`src/design/assert_macros.svh`:
```
// Assertion macros shared by the attitude filter RTL.
// Expects signals clk and arst_n in the scope of use.
`ifndef ASSERT_MACROS_SVH
`define ASSERT_MACROS_SVH

// same-cycle implication
`define IAGC_ASSERT_IMP(lbl, ante, cons) \
	lbl: assert property (@(posedge clk) disable iff (!arst_n) (ante) |-> (cons)) \
		else $error("same-cycle check failed");

// next-cycle implication
`define IAGC_ASSERT_NXT(lbl, ante, cons) \
	lbl: assert property (@(posedge clk) disable iff (!arst_n) (ante) |=> (cons)) \
		else $error("next-cycle check failed");

`endif

```
`src/design/iagc_pkg.sv`:
```
// Package for the attitude filter: payload structs, CORDIC tables and constants.
// No dependencies.
package iagc_pkg;

	localparam int CORDIC_STEPS = 16;
	localparam int ATAN_ENTRIES = 24;
	localparam int STEPS = (CORDIC_STEPS > ATAN_ENTRIES) ? ATAN_ENTRIES : CORDIC_STEPS;
	localparam int STEP_W = $clog2(ATAN_ENTRIES);

	localparam int CW = 34;       // CORDIC datapath width
	localparam int SQ_IN_W = 48;  // radicand width
	localparam int SQ_ROOT_W = 24;
	localparam int SQ_IT_W = $clog2(SQ_ROOT_W);

	localparam logic [15:0] BLEND_RST = 16'd64225;
	localparam logic [14:0] GRAV_RST = 15'd2511;

	localparam logic [31:0] ATAN_TAB [ATAN_ENTRIES] = '{
		32'd536870912, 32'd316933406, 32'd167458907, 32'd85004756, 32'd42667331,
		32'd21354465, 32'd10680862, 32'd5340245, 32'd2670163, 32'd1335087,
		32'd667544, 32'd333772, 32'd166886, 32'd83443, 32'd41721, 32'd20860,
		32'd10430, 32'd5215, 32'd2607, 32'd1303, 32'd651, 32'd325, 32'd162, 32'd81
	};

	typedef enum logic [1:0] {
		CFG_BLEND = 2'd0,
		CFG_GRAV  = 2'd1
	} cfg_idx_t;

	typedef struct packed {
		logic signed [15:0] accel_x;
		logic signed [15:0] accel_y;
		logic signed [15:0] accel_z;
		logic signed [15:0] roll_step;
		logic signed [15:0] pitch_step;
		logic signed [15:0] yaw_step;
		logic signed [15:0] yaw_drift_fix;
	} iagc_in_t;

	typedef struct packed {
		logic signed [15:0] roll_out;
		logic signed [15:0] pitch_out;
		logic signed [15:0] yaw_out;
		logic signed [15:0] tilt_roll;
		logic signed [15:0] tilt_pitch;
		logic signed [15:0] world_accel_x;
		logic signed [15:0] world_accel_y;
		logic signed [15:0] world_accel_z;
	} iagc_out_t;

	typedef struct packed {
		logic                 start;
		logic                 vec;    // 1: vectoring (atan2), 0: rotation (sin/cos)
		logic signed [CW-1:0] x;
		logic signed [CW-1:0] y;
		logic [15:0]          angle;
	} cordic_req_t;

	typedef struct packed {
		logic                 busy;
		logic [15:0]          angle;
		logic signed [CW-1:0] cos_v;
		logic signed [CW-1:0] sin_v;
	} cordic_rsp_t;

	function automatic logic [63:0] isqrt_c(input logic [63:0] n_in);
		logic [63:0] n;
		logic [63:0] r;
		logic [63:0] b;
		n = n_in;
		r = 64'd0;
		b = 64'd1 << 62;
		for (int i = 0; i < 32; i++) begin
			if (n >= r + b) begin
				n = n - (r + b);
				r = (r >> 1) + b;
			end else begin
				r = r >> 1;
			end
			b = b >> 2;
		end
		return r;
	endfunction

	// 1/K in Q30, rounded: long division done bit by bit at elaboration
	function automatic logic [63:0] inv_gain();
		logic [63:0] k;
		logic [63:0] s;
		logic [63:0] num;
		logic [63:0] rem;
		logic [63:0] q;
		k = 64'd1 << 60;
		for (int i = 0; i < STEPS; i++) begin
			k = k + (k >> (2 * i));
		end
		s = isqrt_c(k);
		num = (64'd1 << 60) + (s >> 1);
		rem = 64'd0;
		q = 64'd0;
		for (int i = 63; i >= 0; i--) begin
			rem = {rem[62:0], num[i]};
			if (rem >= s) begin
				rem = rem - s;
				q[i] = 1'b1;
			end
		end
		return q;
	endfunction

	localparam logic [63:0] INV_K64 = inv_gain();
	localparam logic signed [CW-1:0] INV_K = $signed(INV_K64[CW-1:0]);

endpackage

```
`src/design/iagc_cordic.sv`:
```
// Shared CORDIC unit: vectoring for atan2, rotation for sine and cosine.
// Depends on iagc_pkg.
module iagc_cordic
	import iagc_pkg::*;
(
	input  logic        clk,
	input  logic        arst_n,
	input  cordic_req_t req,
	output cordic_rsp_t rsp
);

	logic signed [CW-1:0] x_q, y_q, z_q;
	logic [STEP_W-1:0]    it_q;
	logic                 busy_q, vec_q, flip_q, zero_q;
	logic signed [CW-1:0] dx, dy, at, zr;
	logic                 pos_dir;
	logic                 flip_in;

	assign dx = y_q >>> it_q;
	assign dy = x_q >>> it_q;
	assign at = $signed({{(CW-32){1'b0}}, ATAN_TAB[it_q]});
	// x += y, y -= x, z += atan
	assign pos_dir = vec_q ? ~y_q[CW-1] : z_q[CW-1];
	assign flip_in = req.angle[15] ^ req.angle[14];

	always_ff @(posedge clk or negedge arst_n) begin
		if (!arst_n) begin
			busy_q <= 1'b0;
			it_q <= '0;
		end else if (req.start) begin
			busy_q <= 1'b1;
			it_q <= '0;
		end else if (busy_q) begin
			it_q <= it_q + 1'b1;
			if (it_q == STEP_W'(STEPS - 1)) begin
				busy_q <= 1'b0;
			end
		end
	end

	always_ff @(posedge clk) begin
		if (req.start) begin
			vec_q <= req.vec;
			flip_q <= ~req.vec & flip_in;
			zero_q <= req.vec && (req.x == '0) && (req.y == '0);
			if (req.vec) begin
				if (!req.x[CW-1]) begin
					x_q <= req.x;
					y_q <= req.y;
					z_q <= '0;
				end else if (!req.y[CW-1]) begin
					x_q <= req.y;
					y_q <= -req.x;
					z_q <= CW'(64'sd1 << 30);
				end else begin
					x_q <= -req.y;
					y_q <= req.x;
					z_q <= -CW'(64'sd1 << 30);
				end
			end else begin
				x_q <= INV_K;
				y_q <= '0;
				z_q <= CW'($signed({req.angle[15] ^ flip_in, req.angle[14:0], 16'h0000}));
			end
		end else if (busy_q) begin
			if (pos_dir) begin
				x_q <= x_q + dx;
				y_q <= y_q - dy;
				z_q <= z_q + at;
			end else begin
				x_q <= x_q - dx;
				y_q <= y_q + dy;
				z_q <= z_q - at;
			end
		end
	end

	assign zr = z_q + CW'(32'sh8000);

	always_comb begin
		rsp.busy = busy_q;
		rsp.angle = zero_q ? 16'h0000 : zr[31:16];
		rsp.cos_v = flip_q ? -x_q : x_q;
		rsp.sin_v = flip_q ? -y_q : y_q;
	end

endmodule

```
`config.mk`:
```
export PLATFORM = sky130hd
export DESIGN_NAME = iagc_cordic
export DESIGN_NICKNAME = d
export VERILOG_FILES = /design/src/design/assert_macros.svh /design/src/design/iagc_pkg.sv /design/src/design/iagc_cordic.sv
export SDC_FILE = /design/constraint.sdc
export NUM_CORES = 1
export LEC_CHECK = 0
export BUFFER_PORTS_ARGS = -buffer_cell sky130_fd_sc_hd__buf_4
export CELL_PAD_IN_SITES_DETAIL_PLACEMENT = 0
export CELL_PAD_IN_SITES_GLOBAL_PLACEMENT = 1
export CORE_ASPECT_RATIO = 1.2
export CORE_MARGIN = 10
export CORE_UTILIZATION = 31
export CTS_CLUSTER_SIZE = 40
export DETAILED_ROUTE_END_ITERATION = 16
export MAX_ROUTING_LAYER = met4
export PLACE_DENSITY_LB_ADDON = 0.1
export RECOVER_POWER = 25
export SLEW_MARGIN = 5
export SYNTH_ARGS = -nofsm -noshare
export SYNTH_HDL_FRONTEND = slang
export SYNTH_SLANG_ARGS = --single-unit
```
`constraint.sdc`:
```
create_clock -name clk -period 9 [get_ports clk]
set_input_delay 0.45 -clock clk [delete_from_list [all_inputs] [get_ports clk]]
set_output_delay 0.45 -clock clk [all_outputs]
set_load 0.01 [all_outputs]
```
==> results by group <==
CTS
  • Root Driver: clkbuf_16
  • Clock tree buffer depth: 2
  • CTS buffer count: 9
  • Num Clock Sinks: 111
  • CTS H-Tree Depth: 3
  • Clk_lat worst skew: roughly 420 ps
  • Setup repair bufs after CTS: 0
  • CTS tree: built
  • CTS hold repair buffers: 1
  • Clock transition at path regs: 90 ps
  • Post-cts resize count: 0

Logic synthesis
  • Synth top area share: 0.158
  • Synth cell count leaders: nand2_1, o21ai_0, nor2_1, a21oi_1, xnor2_1
  • FF+latch count, synth: around 110
  • Dominant cell type by area after synthesis: edfxtp_1
  • Sequential share of the synthesized area: 0.166
  • Mapped Nets: 2,738
  • Synth top area cells: edfxtp_1, xnor2_1, mux4_2, ha_1, o21ai_0
  • Cell with the most instances after synthesis: nand2_1
  • Mapped cell area: approximately 0.020 mm^2
  • Ys async rst share: 0.0541
  • Syn Area/Cell: 7.89 um^2
  • EDFF count, synth: 105
  • Synth Warn #: 0
  • Synth Instances: approximately 2,500
  • Primary FF master, synth: edfxtp_1
  • Number of distinct library cells after synthesis: 92

Power
  • Max rail drop VDD: roughly 180 uV
  • PwrDens: roughly 460 mW/mm^2
  • Leakage: 8.55 nW

Die
  • Die height: 298 um
  • Core box area: 0.0636 mm^2
  • Rows: 101
  • Die area: 0.0750 mm^2
  • I/O pins: 173
  • Starting Density: 0.314
  • Die span in x: between 200 and 300 um

Timing
  • Final Max Slew Viols: 177
  • Slew at the pin with the worst max-slew slack: approximately 3400 ps
  • Final hold slack: 305 ps
  • Setup TNS: 0 ps
  • Tcrit/Tclk final: 0.844
  • Final setup violation count: 0
  • Fmax: around 0.13 GHz
  • Rel. slew slack: -1.27
  • RSZ-0062 raised after global routing: false
  • Final hold viol count: 0
  • Clock skew: between 15 and 20 ps
  • Crit path time final: about 7600 ps

Worst setup path
  • CP Data Required Time: between 9000 and 10,000 ps
  • CP Max Fanout: 64
  • Crit end category: flip-flop
  • Critical path launch point type: flip-flop
  • Critical path class: reg -> reg
  • Critical Path AT: 7660 ps

Detailed routing
  • WL/cell: 27.3 um
  • Post-route ant nets: 0
  • Drt first pass iters: 5
  • Starting DRT DRC Count: about 1,700
  • DR vias/cell: slightly above 6
  • DRC errors left: 0
  • Drt total wl: 92,500 um
  • Via Count: around 21,000

Job
  • Max_cap viols: 4

Place
  • Port bufs: 172
  • Placer Congestion: 1.00
  • Final HPWL DP: 74,000 um

Cells and area
  • Layout Nets: between 2,000 and 3,000
  • Layout cells sized above 1: 0.136
  • Fill cell count: between 6,000 and 7,000
  • Area of the multi-input gates: roughly 0.016 mm^2
  • Register area: 0.00331 mm^2
  • Synthesis-to-finish area growth: 10.5%
  • Number of antenna diodes: 0

GRT
  • Grt total ovfl: 0
  • Largest net degree at the start of global routing: 85
  • First-pass GRT wire length: 136,000 um
  • Initial antenna violation count: 1
  • Total track usage: 0.246
  • Via count of the first global-routing pass: approximately 20,000

Run status
  • Violated checks: capacitance limit, slew limit
  • Status: complete, but fails checks

Hold path
  • Worst Hold Class: in -> reg
[per-stage QoR]
| step | utilization | std cells | power, W | worst slack [ps] | area [um^2] |
|---|---|---|---|---|---|
| 2_1_floorplan | - | 2530 | 0.00722 | 2950 | 20000 |
| 3_3_place_gp | 0.343 | 3377 | 0.00971 | 1810 | 21800 |
| 3_5_place_dp | 0.343 | 3377 | 0.00968 | 1650 | 21800 |
| 4_1_cts | 0.348 | 3394 | 0.0102 | 1590 | 22100 |
| 5_1_grt | 0.347 | 3394 | 0.0111 | 757 | 22000 |
| 6_report | 0.347 | 3394 | 0.0102 | 1400 | 22000 |
[critical path, stage by stage, from the launching register on]
cell	delay, ps
dfrtp_4	860
buf_12	430
mux4_2	610
mux2i_1	300
a211oi_1	160
a2111oi_2	460
nor4b_2	580
nand2b_1	130
or3_1	340
nor2_1	150
nor2_1	60
xor2_1	180
ha_1	400
and3_1	250
o2111ai_1	130
a311oi_1	350
o21bai_1	130
a41oi_1	500
a2111oi_0	210
nor3_1	440
a31oi_1	180
xnor2_1	180
o32ai_1	110
[layer usage]
| metal | vias up | track usage | wire (um) |
|---|---|---|---|
| met4 | 0 | 0.120 | 4850 |
| li1 | 9565 | - | - |
| met3 | 181 | 0.0275 | 4390 |
| met2 | 718 | 0.417 | 45700 |
| met5 | - | - | 0 |
| met1 | 10100 | 0.285 | 37600 |
[logic make-up after synthesis]
group | share of synthesized area
AO/OA/AOI/OAI | 0.259
AND/OR/NAND/NOR | 0.191
XOR/XNOR | 0.133
buffers and inverters | 0.0503
multiplexers | 0.124
adder cells (fa/ha/maj) | 0.0764
flip-flops | 0.166
[cells in the final DEF (no fill, tap or decap), types with 10 or more instances in the layout]
cell / instances
o32ai_1: 10
o22ai_1: 49
o21a_1: 19
o41ai_1: 17
a21o_1: 55
mux2_2: 37
ha_1: 117
o21ai_0: 237
edfxtp_1: 105
a211oi_1: 28
o211ai_1: 16
or3_1: 32
nand3_1: 50
xor2_1: 119
inv_1: 61
and3_1: 27
nand2b_1: 33
o31ai_1: 33
a22oi_1: 18
o21bai_1: 20
nor2b_1: 26
a21oi_1: 187
nand4_1: 13
xnor2_1: 185
or2_2: 17
buf_4: 183
nor2_1: 201
and2_1: 17
nand2_1: 244
mux2i_1: 43
a31oi_1: 24
nor3_1: 42
mux4_2: 68
or4_1: 25
nor4_1: 24
clkbuf_1: 18
[path summary, 6_finish.rpt]
path                                       from              endpoint  slack [ps]  cells after the start
max                         it_q[0]$_DFFE_PN0P_     y_q[33]$_DFFE_PP_        1400                     22
min                                      req[1]     z_q[17]$_DFFE_PP_         310                      3
max reg2reg                 it_q[0]$_DFFE_PN0P_     y_q[33]$_DFFE_PP_        1400                     22
min reg2reg                z_q[0]$_SDFFCE_PP0P_  z_q[0]$_SDFFCE_PP0P_         680                      2
max in group asynchronous                arst_n   it_q[1]$_DFFE_PN0P_        8150                      2
min in group asynchronous                arst_n      busy_q$_DFF_PN0_         500                      2
[registers in the layout (all words and copies together) (netlist names)]
name and cells:
it_q 5, zero_q 1, vec_q 1, flip_q 1, z_q 34, x_q 34
busy_q 1, y_q 34
[power breakdown]
part / internal, W / total (W) / switching (W)
sequential: 0.000975 / 0.00166 / 0.000688
combinational: 0.00348 / 0.00812 / 0.00464
clock: 0.000199 / 0.000456 / 0.000257
total: 0.00466 / 0.0102 / 0.00558
[area by class of cell]
class	count	share of cell area
clock buffers	9	0.0102
clock inverters	7	0.00318
inverters	64	0.0109
multi-input cells	2174	0.710
flip-flops and latches	111	0.150
well taps	824	0.0468
repair buffers	205	0.0686
(Power assumes the default switching activity.)
