## src/design/assert_macros.svh

```systemverilog
// Assertion macros shared by the attitude filter RTL.
// Expects signals clk and arst_n in the scope of use.
`ifndef ASSERT_MACROS_SVH
`define ASSERT_MACROS_SVH

// same-cycle implication
`define IAGC_ASSERT_IMP(lbl, ante, cons) \
	lbl: assert property (@(posedge clk) disable iff (!arst_n) (ante) |-> (cons)) \
		else $error("same-cycle check failed");

// next-cycle implication
`define IAGC_ASSERT_NXT(lbl, ante, cons) \
	lbl: assert property (@(posedge clk) disable iff (!arst_n) (ante) |=> (cons)) \
		else $error("next-cycle check failed");

`endif

```

## src/design/iagc_pkg.sv

```systemverilog
// Package for the attitude filter: payload structs, CORDIC tables and constants.
// No dependencies.
package iagc_pkg;

	localparam int CORDIC_STEPS = 16;
	localparam int ATAN_ENTRIES = 24;
	localparam int STEPS = (CORDIC_STEPS > ATAN_ENTRIES) ? ATAN_ENTRIES : CORDIC_STEPS;
	localparam int STEP_W = $clog2(ATAN_ENTRIES);

	localparam int CW = 34;       // CORDIC datapath width
	localparam int SQ_IN_W = 48;  // radicand width
	localparam int SQ_ROOT_W = 24;
	localparam int SQ_IT_W = $clog2(SQ_ROOT_W);

	localparam logic [15:0] BLEND_RST = 16'd64225;
	localparam logic [14:0] GRAV_RST = 15'd2511;

	localparam logic [31:0] ATAN_TAB [ATAN_ENTRIES] = '{
		32'd536870912, 32'd316933406, 32'd167458907, 32'd85004756, 32'd42667331,
		32'd21354465, 32'd10680862, 32'd5340245, 32'd2670163, 32'd1335087,
		32'd667544, 32'd333772, 32'd166886, 32'd83443, 32'd41721, 32'd20860,
		32'd10430, 32'd5215, 32'd2607, 32'd1303, 32'd651, 32'd325, 32'd162, 32'd81
	};

	typedef enum logic [1:0] {
		CFG_BLEND = 2'd0,
		CFG_GRAV  = 2'd1
	} cfg_idx_t;

	typedef struct packed {
		logic signed [15:0] accel_x;
		logic signed [15:0] accel_y;
		logic signed [15:0] accel_z;
		logic signed [15:0] roll_step;
		logic signed [15:0] pitch_step;
		logic signed [15:0] yaw_step;
		logic signed [15:0] yaw_drift_fix;
	} iagc_in_t;

	typedef struct packed {
		logic signed [15:0] roll_out;
		logic signed [15:0] pitch_out;
		logic signed [15:0] yaw_out;
		logic signed [15:0] tilt_roll;
		logic signed [15:0] tilt_pitch;
		logic signed [15:0] world_accel_x;
		logic signed [15:0] world_accel_y;
		logic signed [15:0] world_accel_z;
	} iagc_out_t;

	typedef struct packed {
		logic                 start;
		logic                 vec;    // 1: vectoring (atan2), 0: rotation (sin/cos)
		logic signed [CW-1:0] x;
		logic signed [CW-1:0] y;
		logic [15:0]          angle;
	} cordic_req_t;

	typedef struct packed {
		logic                 busy;
		logic [15:0]          angle;
		logic signed [CW-1:0] cos_v;
		logic signed [CW-1:0] sin_v;
	} cordic_rsp_t;

	function automatic logic [63:0] isqrt_c(input logic [63:0] n_in);
		logic [63:0] n;
		logic [63:0] r;
		logic [63:0] b;
		n = n_in;
		r = 64'd0;
		b = 64'd1 << 62;
		for (int i = 0; i < 32; i++) begin
			if (n >= r + b) begin
				n = n - (r + b);
				r = (r >> 1) + b;
			end else begin
				r = r >> 1;
			end
			b = b >> 2;
		end
		return r;
	endfunction

	// 1/K in Q30, rounded: long division done bit by bit at elaboration
	function automatic logic [63:0] inv_gain();
		logic [63:0] k;
		logic [63:0] s;
		logic [63:0] num;
		logic [63:0] rem;
		logic [63:0] q;
		k = 64'd1 << 60;
		for (int i = 0; i < STEPS; i++) begin
			k = k + (k >> (2 * i));
		end
		s = isqrt_c(k);
		num = (64'd1 << 60) + (s >> 1);
		rem = 64'd0;
		q = 64'd0;
		for (int i = 63; i >= 0; i--) begin
			rem = {rem[62:0], num[i]};
			if (rem >= s) begin
				rem = rem - s;
				q[i] = 1'b1;
			end
		end
		return q;
	endfunction

	localparam logic [63:0] INV_K64 = inv_gain();
	localparam logic signed [CW-1:0] INV_K = $signed(INV_K64[CW-1:0]);

endpackage

```

## src/design/iagc_isqrt.sv

```systemverilog
// Iterative integer square root, one result bit per cycle.
// Depends on iagc_pkg.
module iagc_isqrt
	import iagc_pkg::*;
(
	input  logic                 clk,
	input  logic                 arst_n,
	input  logic                 start,
	input  logic [SQ_IN_W-1:0]   radicand,
	output logic                 busy,
	output logic [SQ_ROOT_W-1:0] root
);

	logic [SQ_IN_W-1:0] n_q, r_q, bit_q;
	logic [SQ_IT_W-1:0] it_q;
	logic               busy_q;
	logic [SQ_IN_W:0]   trial;

	assign trial = {1'b0, r_q} + {1'b0, bit_q};

	always_ff @(posedge clk or negedge arst_n) begin
		if (!arst_n) begin
			busy_q <= 1'b0;
			it_q <= '0;
		end else if (start) begin
			busy_q <= 1'b1;
			it_q <= '0;
		end else if (busy_q) begin
			it_q <= it_q + 1'b1;
			if (it_q == SQ_IT_W'(SQ_ROOT_W - 1)) begin
				busy_q <= 1'b0;
			end
		end
	end

	always_ff @(posedge clk) begin
		if (start) begin
			n_q <= radicand;
			r_q <= '0;
			bit_q <= SQ_IN_W'(1) << (SQ_IN_W - 2);
		end else if (busy_q) begin
			if ({1'b0, n_q} >= trial) begin
				n_q <= n_q - trial[SQ_IN_W-1:0];
				r_q <= (r_q >> 1) + bit_q;
			end else begin
				r_q <= r_q >> 1;
			end
			bit_q <= bit_q >> 2;
		end
	end

	assign busy = busy_q;
	assign root = r_q[SQ_ROOT_W-1:0];

endmodule

```

## config.mk

```make
export PLATFORM = sky130hd
export DESIGN_NAME = iagc_isqrt
export DESIGN_NICKNAME = d
export VERILOG_FILES = /design/src/design/assert_macros.svh /design/src/design/iagc_pkg.sv /design/src/design/iagc_isqrt.sv
export SDC_FILE = /design/constraint.sdc
export NUM_CORES = 1
export LEC_CHECK = 0
export ABC_AREA = 1
export BUFFER_PORTS_ARGS = -buffer_cell sky130_fd_sc_hd__buf_2
export CAP_MARGIN = 40
export CORE_MARGIN = 8
export CORE_UTILIZATION = 50
export DETAILED_ROUTE_END_ITERATION = 16
export GPL_TIMING_DRIVEN = 1
export PLACE_DENSITY = 0.67
export SYNTH_ARGS = -nofsm -noshare
export SYNTH_HDL_FRONTEND = slang
export SYNTH_SLANG_ARGS = --single-unit
```

## constraint.sdc

```tcl
create_clock -name clk -period 8.6 [get_ports clk]
set_clock_uncertainty 0.15 [all_clocks]
set_input_delay 0.43 -clock clk [delete_from_list [all_inputs] [get_ports clk]]
set_output_delay 0.43 -clock clk [all_outputs]
set_load 0.03 [all_outputs]
```

==> results of run 1 <==
==> what timing repair did <==
action,CTS,global route
gates resized for setup,0,0
setup buffers,0,0
endpoints found under the hold margin,6,0
hold buffers,1,0
==> cell type report <==
cell class	instances	area, um^2	share of cell area (%)
timing repair buffer	88	515	3.45
sequential	126	3030	20.3
tap	341	427	2.85
clock buffer	19	454	3.04
inverter	343	1290	8.61
multi-input combinational	1708	9030	60.4
clock inverter	13	200	1.34
==> state kept, by name, summed over array words and instances (netlist names) <==
signal and flops:
it_q 5, r_q 48, busy 1, bit_q 24, n_q 48
==> metal layers <==
metal / global-route usage (%) / share of wire (%)
met1: 38.9 / 45
met2: 46.0 / 45
met3: 2.99 / 6.2
met4: 10.6 / 3.3
met5: 0 / 0
==> cells by family after synthesis <==
group	Yosys count	synth area share, %
AOI/OAI and AO/OA	379	15.2
xor gates and xnor gates	100	6.36
adders and majority gates	100	9.14
buffers and inverters	424	12.5
DFF	126	22.0
and+or+nand+nor	1129	34.8
==> power breakdown <==
group          switching [mW]  internal (mW)
Combinational            2.19           1.09
Sequential              0.224          0.888
Clock                   0.328          0.512
Total                    2.75           2.49
==> synth_stat cells, types with 2 or more instances <==
master,n,area [um^2]
o21a_1,3,22.5
nand2_1,604,2270
xnor2_1,42,368
nor3_1,25,125
a21o_1,9,67.6
o21ai_0,126,631
nand2_2,2,12.5
inv_1,340,1280
and3_1,6,37.5
edfxtp_1,48,1440
dfrtp_1,6,150
nand3_1,155,776
xor2_1,58,508
o21ai_1,21,105
o31ai_1,2,15.0
dfxtp_1,72,1440
a21boi_0,3,22.5
buf_1,6,22.5
o21bai_1,32,240
a31oi_1,18,113
nand4_1,66,413
a21oi_1,133,666
buf_4,28,210
nand3_2,2,20.0
nor2_1,231,867
buf_2,18,90.1
ha_1,99,1240
o22ai_1,24,150
clkinv_1,2,7.51
clkbuf_1,29,109
nor4_1,8,50.1
nor2_2,3,18.8
or2_2,20,125
==> worst min path at each step <==
| stage | from | endpoint | slack (ns) | cells after the start |
|---|---|---|---|---|
| after floorplan | arst_n | busy | -0.02 | 0 |
| after global placement | arst_n | it_q[4] | 0.11 | 1 |
| after detailed placement | arst_n | it_q[4] | 0.11 | 1 |
| after CTS | radicand[37] | n_q[37] | 0.10 | 3 |
| after global routing | radicand[23] | n_q[23] | 0.12 | 3 |
| final | radicand[11] | n_q[11] | 0.12 | 3 |
==> through the flow <==
stage | area (um^2) | worst slack, ns | std cells | utilization, % | total power [mW]
after global routing | 15000 | 2.56 | 2638 | 55.3 | 5.66
final | 15000 | 3.00 | 2638 | 55.3 | 5.24
after floorplan | 13800 | 3.54 | 2258 | - | 3.48
after CTS | 15000 | 3.08 | 2638 | 55.3 | 5.17
after global placement | 14200 | 2.96 | 2603 | 52.7 | 4.27
after detailed placement | 14300 | 3.11 | 2605 | 52.9 | 4.31
==> worst max-delay path, cell delays in order, from the launching register on <==
cell,delay (ns)
dfxtp_1,0.57
ha_1,0.30
nand2_1,0.12
o21ai_0,0.24
a21oi_1,0.09
o21ai_0,0.25
a21oi_1,0.17
o21ai_0,0.33
nand2_1,0.10
nand2_1,0.09
xor2_1,0.28
ha_1,0.35
nand2_1,0.15
nor2_1,0.07
nand2_1,0.10
inv_1,0.05
a21oi_1,0.18
nand3_1,0.18
nand4_2,0.14
buf_4,0.43
nand3_4,0.11
nand2_1,0.10
nand2_2,0.24
buf_16,0.27
buf_4,0.22
==> results.sh, run 1 <==
export IMPL_status="finished, final reports clean"
export IMPL_holdWs_ns=0.116
export IMPL_cts_tree="built"
export IMPL_clkLatencyLatePin_ns=0.43
export IMPL_drive_gt1_share_pct=6.70
export IMPL_worstHoldPathType="input pin to flop"
export IMPL_clock_root_buffer="clkbuf_16"
export IMPL_fmax_mhz=179
export IMPL_ant_nets=0
export IMPL_fill_cells=2776
export IMPL_cp_start_kind="flop"
export IMPL_endpoint="n_q[27]"
export IMPL_top_level_ports=76
export IMPL_grt_max_degree=54
export IMPL_worst_slew_pin_transition_ns=0.743
export IMPL_worstSetupPathType="flop to flop"
export IMPL_slew_violations=0
export IMPL_synth_edff_count=48
export IMPL_reg2reg_slack_ns=3.00
export IMPL_dieHeight_um=182
export IMPL_synth_fp_nets=2409
export IMPL_reg2regPathDepth=24
export IMPL_cts_buffers=17
export IMPL_grt_pass1_wl_mm=75.2
export IMPL_synth_warnings=0
export IMPL_first_pass_iters=5
export IMPL_tns_ns=0
export IMPL_timing_rr_end="n_q[27]"
export IMPL_syn_avg_cell_area_um2=6.10
export IMPL_synthCells=2258
export IMPL_numPortBuffers=75
export IMPL_synth_cell_types=50
export IMPL_synthArstFlopShare_pct=4.76
export IMPL_finalSetupViolCount=0
export IMPL_wl_per_cell_um=18.2
export IMPL_worstPathMaxFanout=43
export IMPL_irDropWorstVdd_mv=0.229
export IMPL_max_clock_path_buffers=2
export IMPL_first_iter_violations=1494
export IMPL_hold_violations=0
export IMPL_grt_pass1_vias=14000
export IMPL_worst_ep_arrival_time_ns=5.63
export IMPL_syn_area_mm2=0.0138
export IMPL_final_common_cell="nand2_1"
export IMPL_syn2layout_area_growth_pct=8.51
export IMPL_dp_hpwl_mm=38.7
export IMPL_clk_pin_slew_ns=0.07
export IMPL_yosysSeqAreaShare_pct=22.0
export IMPL_final_nets=2435
export IMPL_worstSetupStartpoint="r_q[4]"
export IMPL_rr_startpoint="r_q[4]"
export IMPL_rsz0062_at_grt="false"
export IMPL_num_antenna_cells=0
export IMPL_die_area_mm2=0.0331
export IMPL_cts_sinks=126
export IMPL_critPathCaptureType="flop"
export IMPL_period_share_pct=65.1
export IMPL_core_region_area_mm2=0.0270
export IMPL_antenna_found_initial=0
export IMPL_via_per_inst=5.65
export IMPL_start_util_pct=51.0
export IMPL_rows=60
export IMPL_routed_wirelength_mm=48.1
export IMPL_die_x_um=182
export IMPL_power_density_mw_per_mm2=350
export IMPL_max_slew_margin_rel_pct=49.9
export IMPL_place_congestion=0.986
export IMPL_grt_usage_pct=28.6
export IMPL_crit_required_ns=8.63
export IMPL_layout_min_cycle_time_ns=5.60
export IMPL_h_tree_depth=4
export IMPL_drc=0
export IMPL_cap_viol_max_count=0
export IMPL_leakagePower_nw=6.82
export IMPL_grt_overflow=0
export IMPL_synth_flop_cell="dfxtp_1"
export IMPL_final_cell_mix="603 x nand2_1, 340 x inv_1, 229 x nor2_1, 155 x nand3_1, 133 x a21oi_1"
export IMPL_via_count=14900
export IMPL_synth_seq_cells=126
(Power assumes the default switching activity.)
==> inputs of run 2 (changes only) <==
==> constraint.sdc (replaced) <==
create_clock -name clk -period 5.5 [get_ports clk]
set_clock_uncertainty 0.15 [all_clocks]
set_input_delay 0.275 -clock clk [delete_from_list [all_inputs] [get_ports clk]]
set_output_delay 0.275 -clock clk [all_outputs]
set_load 0.03 [all_outputs]
==> run 2 against run 1 <==
  * Die area stayed put
  * Combinational power is 60% higher
  * Count of clock-buffer cells in the layout is 1 lower
  * First-iteration DRC count is 7.5% lower
  * Total power is 55% higher
  * Global-route usage is 2.0 points higher
  * Worst hold slack worse by 0.086 ns
  * Final area is 3.1% higher
  * Sequential power is 53% higher
  * Highest routed layer unchanged
==> results.sh, run 2 (synthesis results as in run 1) <==
export IMPL_dp_hpwl_mm=40.7
export IMPL_irDropWorstVdd_mv=0.364
export IMPL_crit_required_ns=5.69
export IMPL_rsz0062_at_grt="false"
export IMPL_core_region_area_mm2=0.0270
export IMPL_worstHoldPathType="input pin to flop"
export IMPL_die_x_um=182
export IMPL_rows=60
export IMPL_place_congestion=0.989
export IMPL_fin_cells=2695
export IMPL_layout_min_cycle_time_ns=5.09
export IMPL_top_regs="n_q x48, r_q x48, bit_q x24"
export IMPL_first_iter_violations=1382
export IMPL_num_antenna_cells=0
export IMPL_critPathCaptureType="flop"
export IMPL_wl_per_cell_um=18.8
export IMPL_top_level_ports=76
export IMPL_dp_cells=2621
export IMPL_cap_viol_max_count=0
export IMPL_endpoint="r_q[42]"
export IMPL_max_slew_margin_rel_pct=40.5
export IMPL_worstSetupPathType="flop to flop"
export IMPL_grt_pass1_vias=15100
export IMPL_reg2regPathDepth=26
export IMPL_final_common_cell="nand2_1"
export IMPL_start_util_pct=51.0
export IMPL_final_nets=2492
export IMPL_status="finished, final reports clean"
export IMPL_leakagePower_nw=7.03
export IMPL_max_clock_path_buffers=2
export IMPL_holdWs_ns=0.0304
export IMPL_rr_startpoint="r_q[24]"
export IMPL_clock_root_buffer="clkbuf_16"
export IMPL_routed_wirelength_mm=50.8
export IMPL_worstSetupStartpoint="r_q[24]"
export IMPL_dieHeight_um=182
export IMPL_grt_usage_pct=30.6
export IMPL_clk_pin_slew_ns=0.07
export IMPL_h_tree_depth=4
export IMPL_final_cell_mix="603 x nand2_1, 340 x inv_1, 229 x nor2_1, 155 x nand3_1, 132 x a21oi_1"
export IMPL_grt_overflow=0
export IMPL_fmax_mhz=197
export IMPL_power_density_mw_per_mm2=528
export IMPL_grt_pass1_wl_mm=80.5
export IMPL_worst_slew_pin_transition_ns=0.883
export IMPL_worstPathMaxFanout=42
export IMPL_period_share_pct=92.5
export IMPL_grt_max_degree=62
export IMPL_cts_tree="built"
export IMPL_die_area_mm2=0.0331
export IMPL_drive_gt1_share_pct=7.35
export IMPL_antenna_found_initial=0
export IMPL_cts_buffers=17
export IMPL_reg2reg_slack_ns=0.41
export IMPL_slew_violations=0
export IMPL_ant_nets=0
export IMPL_hold_violations=0
export IMPL_via_per_inst=5.66
export IMPL_cp_start_kind="flop"
export IMPL_numPortBuffers=75
export IMPL_cts_sinks=126
export IMPL_tns_ns=0
export IMPL_drc=0
export IMPL_finalSetupViolCount=0
export IMPL_via_count=15300
export IMPL_worst_ep_arrival_time_ns=5.28
export IMPL_syn2layout_area_growth_pct=11.8
export IMPL_clkLatencyLatePin_ns=0.45
export IMPL_first_pass_iters=5
export IMPL_timing_rr_end="r_q[42]"
## run 2: changes by cell type in the layout (fill, tap and decap cells not counted), sizes merged
cell / before / now
dlygate4sd3: 1 / 42
buf: 87 / 103
inv: 347 / 351
bufinv: 4 / 1
clkbuf: 19 / 18
## run 2: worst min path at each step
stage / from / to / slack, ns / depth (start not counted)
4_1_cts: radicand[0] / n_q[0] / 0.01 / 3
3_3_place_gp: arst_n / it_q[1] / -0.04 / 1
2_1_floorplan: arst_n / busy / -0.17 / 0
5_1_grt: radicand[19] / n_q[19] / 0.03 / 3
3_5_place_dp: arst_n / it_q[0] / -0.04 / 1
6_report: radicand[19] / n_q[19] / 0.03 / 3
## run 2: critical path: stages (launching register included)
cell and delay [ns]:
dfxtp_1 0.51, ha_1 0.35, nand2_1 0.14, o21ai_0 0.09, buf_4 0.15, nand2_1 0.08
o21ai_0 0.09, a21oi_1 0.18, nand3_1 0.24, nand2_1 0.12, nand2_1 0.11, a22oi_1 0.18
xor2_1 0.28, ha_1 0.34, nand2_1 0.17, nor2_1 0.08, nand2_1 0.08, nor2_1 0.07
nand4_1 0.17, nand2_1 0.08, nor2_1 0.12, nor2_2 0.08, nor2_8 0.13, buf_4 0.45
nand4_1 0.30, nand3_1 0.16, o21ai_1 0.07
## run 2: power by group
group | total [mW] | switching [mW] | internal (mW)
Combinational | 5.25 | 3.49 | 1.76
Sequential | 1.70 | 0.311 | 1.39
Clock | 1.18 | 0.540 | 0.641
Total | 8.13 | 4.34 | 3.79
## run 2: what timing repair did
action	4_1_cts	5_1_grt
endpoints found under the setup margin	0	96
setup buffers	0	0
hold endpoints to repair	47	0
hold buffers	42	0
gates resized for setup	0	10
## run 2: stage by stage
step	util [%]	total power, mW	cell area [um^2]	worst slack (ns)
2_1_floorplan	-	5.45	13800	0.440
3_3_place_gp	53.1	6.70	14400	0.149
3_5_place_dp	53.2	6.77	14400	0.145
4_1_cts	56.9	7.99	15400	0.118
5_1_grt	57.0	8.81	15400	0.000743
6_report	57.0	8.13	15400	0.412
## run 2: cell type report
class / count / area, um^2
Clock buffer: 18 / 429
Fill cell: 2743 / 11600
Multi-Input combinational cell: 1708 / 9040
Sequential cell: 126 / 3030
Clock inverter: 14 / 146
Tap cell: 341 / 427
Timing Repair Buffer: 145 / 1040
Inverter: 343 / 1290
## run 2: layer usage
layer | track usage, % | part of all wire (%)
met1 | 39.1 | 43
met2 | 51.1 | 47
met3 | 4.81 | 6.7
met4 | 11.5 | 3.4
met5 | 0 | 0
==> inputs of run 3 (changes only) <==
--- a/config.mk
+++ b/config.mk
@@ -9,10 +9,9 @@
 export BUFFER_PORTS_ARGS = -buffer_cell sky130_fd_sc_hd__buf_2
 export CAP_MARGIN = 40
 export CORE_MARGIN = 8
-export CORE_UTILIZATION = 50
+export CORE_UTILIZATION = 40
 export DETAILED_ROUTE_END_ITERATION = 16
 export GPL_TIMING_DRIVEN = 1
-export PLACE_DENSITY = 0.67
 export SYNTH_ARGS = -nofsm -noshare
 export SYNTH_HDL_FRONTEND = slang
 export SYNTH_SLANG_ARGS = --single-unit
==> run 3 against run 2 <==
  * Routed wire length is 0.96% higher
  * Core utilization is 11 points lower
  * Critical path depth is 1 higher
  * Sequential share of layout area is 0.26 points lower
  * Fmax is 0.79% higher
  * Combinational power hardly changed
  * Global-route usage is 5.6 points lower
  * Final area is 1.3% higher
  * Worst hold slack better by 0.0050 ns
  * Largest cell class unchanged
==> results.sh, run 3 (synthesis results as in run 1) <==
export IMPL_worst_slew_pin_transition_ns=0.719
export IMPL_ant_nets=0
export IMPL_grt_pass1_vias=14800
export IMPL_drc=0
export IMPL_top_level_ports=76
export IMPL_cp_depth=27
export IMPL_place_congestion=1.00
export IMPL_via_per_inst=5.33
export IMPL_max_slew_margin_rel_pct=51.6
export IMPL_dieHeight_um=202
export IMPL_clk_pin_slew_ns=0.06
export IMPL_status="finished, final reports clean"
export IMPL_crit_family="simple AND/OR/NAND/NOR gates"
export IMPL_via_count=15000
export IMPL_fill_cells=3730
export IMPL_layout_min_cycle_time_ns=5.05
export IMPL_cts_sinks=126
export IMPL_worst_ep_arrival_time_ns=5.02
export IMPL_fin_cells=2810
export IMPL_routed_wirelength_mm=51.3
export IMPL_dp_hpwl_mm=41.3
export IMPL_slew_violations=0
export IMPL_first_iter_violations=1276
export IMPL_cts_buffers=17
export IMPL_cts_tree="built"
export IMPL_crit_required_ns=5.47
export IMPL_critPathCaptureType="flop"
export IMPL_power_density_mw_per_mm2=520
export IMPL_worstSetupPathType="flop to flop"
export IMPL_finalSetupViolCount=0
export IMPL_worstPathMaxFanout=48
export IMPL_drive_gt1_share_pct=7.18
export IMPL_irDropWorstVdd_mv=0.367
export IMPL_grt_overflow=0
export IMPL_grt_usage_pct=25.0
export IMPL_grt_pass1_wl_mm=81.1
export IMPL_utilization_pct=45.6
export IMPL_final_common_cell="nand2_1"
export IMPL_leakagePower_nw=7.05
export IMPL_dp_cells=2732
export IMPL_grt_max_degree=54
export IMPL_core_region_area_mm2=0.0342
export IMPL_numPortBuffers=75
export IMPL_cpMostUsedCell="nand2_1"
export IMPL_die_area_mm2=0.0406
export IMPL_top_regs="n_q x48, r_q x48, bit_q x24"
export IMPL_clock_root_buffer="clkbuf_16"
export IMPL_rows=68
export IMPL_max_clock_path_buffers=2
export IMPL_cp_start_kind="flop"
export IMPL_die_x_um=202
export IMPL_reg2regPathDepth=27
export IMPL_first_pass_iters=5
export IMPL_fmax_mhz=198
export IMPL_cp_slowest_cell="ha_1"
export IMPL_antenna_found_initial=0
export IMPL_start_util_pct=40.3
export IMPL_rsz0062_at_grt="false"
export IMPL_holdWs_ns=0.0354
export IMPL_tns_ns=0
export IMPL_period_share_pct=91.8
export IMPL_final_nets=2493
export IMPL_max_stage_delay_ns=0.39
export IMPL_critPathBufInv=1
export IMPL_h_tree_depth=4
export IMPL_syn2layout_area_growth_pct=13.3
export IMPL_hold_violations=0
export IMPL_clkLatencyLatePin_ns=0.45
export IMPL_wl_per_cell_um=18.3
export IMPL_worstHoldPathType="input pin to asynchronous set/reset pin"
export IMPL_cap_viol_max_count=0
export IMPL_num_antenna_cells=0
export IMPL_postCtsSetupRepairBufs=0
export IMPL_final_cell_mix="603 x nand2_1, 340 x inv_1, 229 x nor2_1, 155 x nand3_1, 133 x a21oi_1"
## run 3: area by class of cell
| type | count | area, um^2 | share of cell area, % |
|---|---|---|---|
| Sequential cell | 126 | 3030 | 19.4 |
| Multi-Input combinational cell | 1708 | 9040 | 57.9 |
| Timing Repair Buffer | 146 | 1080 | 6.91 |
| Tap cell | 455 | 569 | 3.65 |
| Inverter | 343 | 1290 | 8.25 |
| Clock buffer | 21 | 493 | 3.16 |
| Clock inverter | 11 | 103 | 0.657 |
## run 3: through the flow
| stage | power (mW) | cell area, um^2 | setup slack [ns] |
|---|---|---|---|
| 2_1_floorplan | 5.45 | 13800 | 0.440 |
| 3_5_place_dp | 6.84 | 14500 | 0.184 |
| 5_1_grt | 8.88 | 15600 | 0.00635 |
| 6_report | 8.11 | 15600 | 0.452 |
| 3_3_place_gp | 6.81 | 14500 | 0.101 |
| 4_1_cts | 8.08 | 15600 | 0.132 |
## run 3: path summary, 6_finish.rpt
| kind | from | to | slack, ns |
|---|---|---|---|
| worst max register to register | bit_q[0] | n_q[3] | 0.45 |
| worst max-delay path | bit_q[0] | n_q[3] | 0.45 |
| worst min register to register | r_q[0] | r_q[0] | 0.34 |
| worst min-delay path | arst_n | it_q[1] | 0.04 |
| min in group clk | radicand[1] | n_q[1] | 0.04 |
| max in group asynchronous | arst_n | it_q[0] | 5.02 |
## run 3: worst reg2reg max path, delay by kind of cell, from the launching register on
family	cells	cell delay (ns)
compound gates	4	0.82
xor+xnor	1	0.10
buf+inv	1	0.26
flops	1	0.37
fa+ha+maj	3	1.06
simple gates	18	1.90
## run 3: metal layers
| layer | global-route usage [%] | up-vias | part of all wire, % | routed length [um] |
|---|---|---|---|---|
| li1 | - | 7528 | - | - |
| met2 | 41.2 | 499 | 46 | 23600 |
| met4 | 8.51 | 0 | 3.0 | 1560 |
| met3 | 3.73 | 81 | 5.7 | 2940 |
| met1 | 32.8 | 6876 | 45 | 23200 |
| met5 | 0 | - | 0 | 0 |
## run 3: report_power, final
group | leakage [nW] | switching (mW) | internal, mW
Combinational | 5.59 | 3.45 | 1.77
Sequential | 1.16 | 0.314 | 1.39
Clock | 0.291 | 0.497 | 0.690
## run 3: timing repair
action / 4_1_cts / 5_1_grt
endpoints found under the setup margin: 0 / 94
resized for setup: 0 / 4
hold endpoints to repair: 51 / 0
hold buffers: 46 / 0
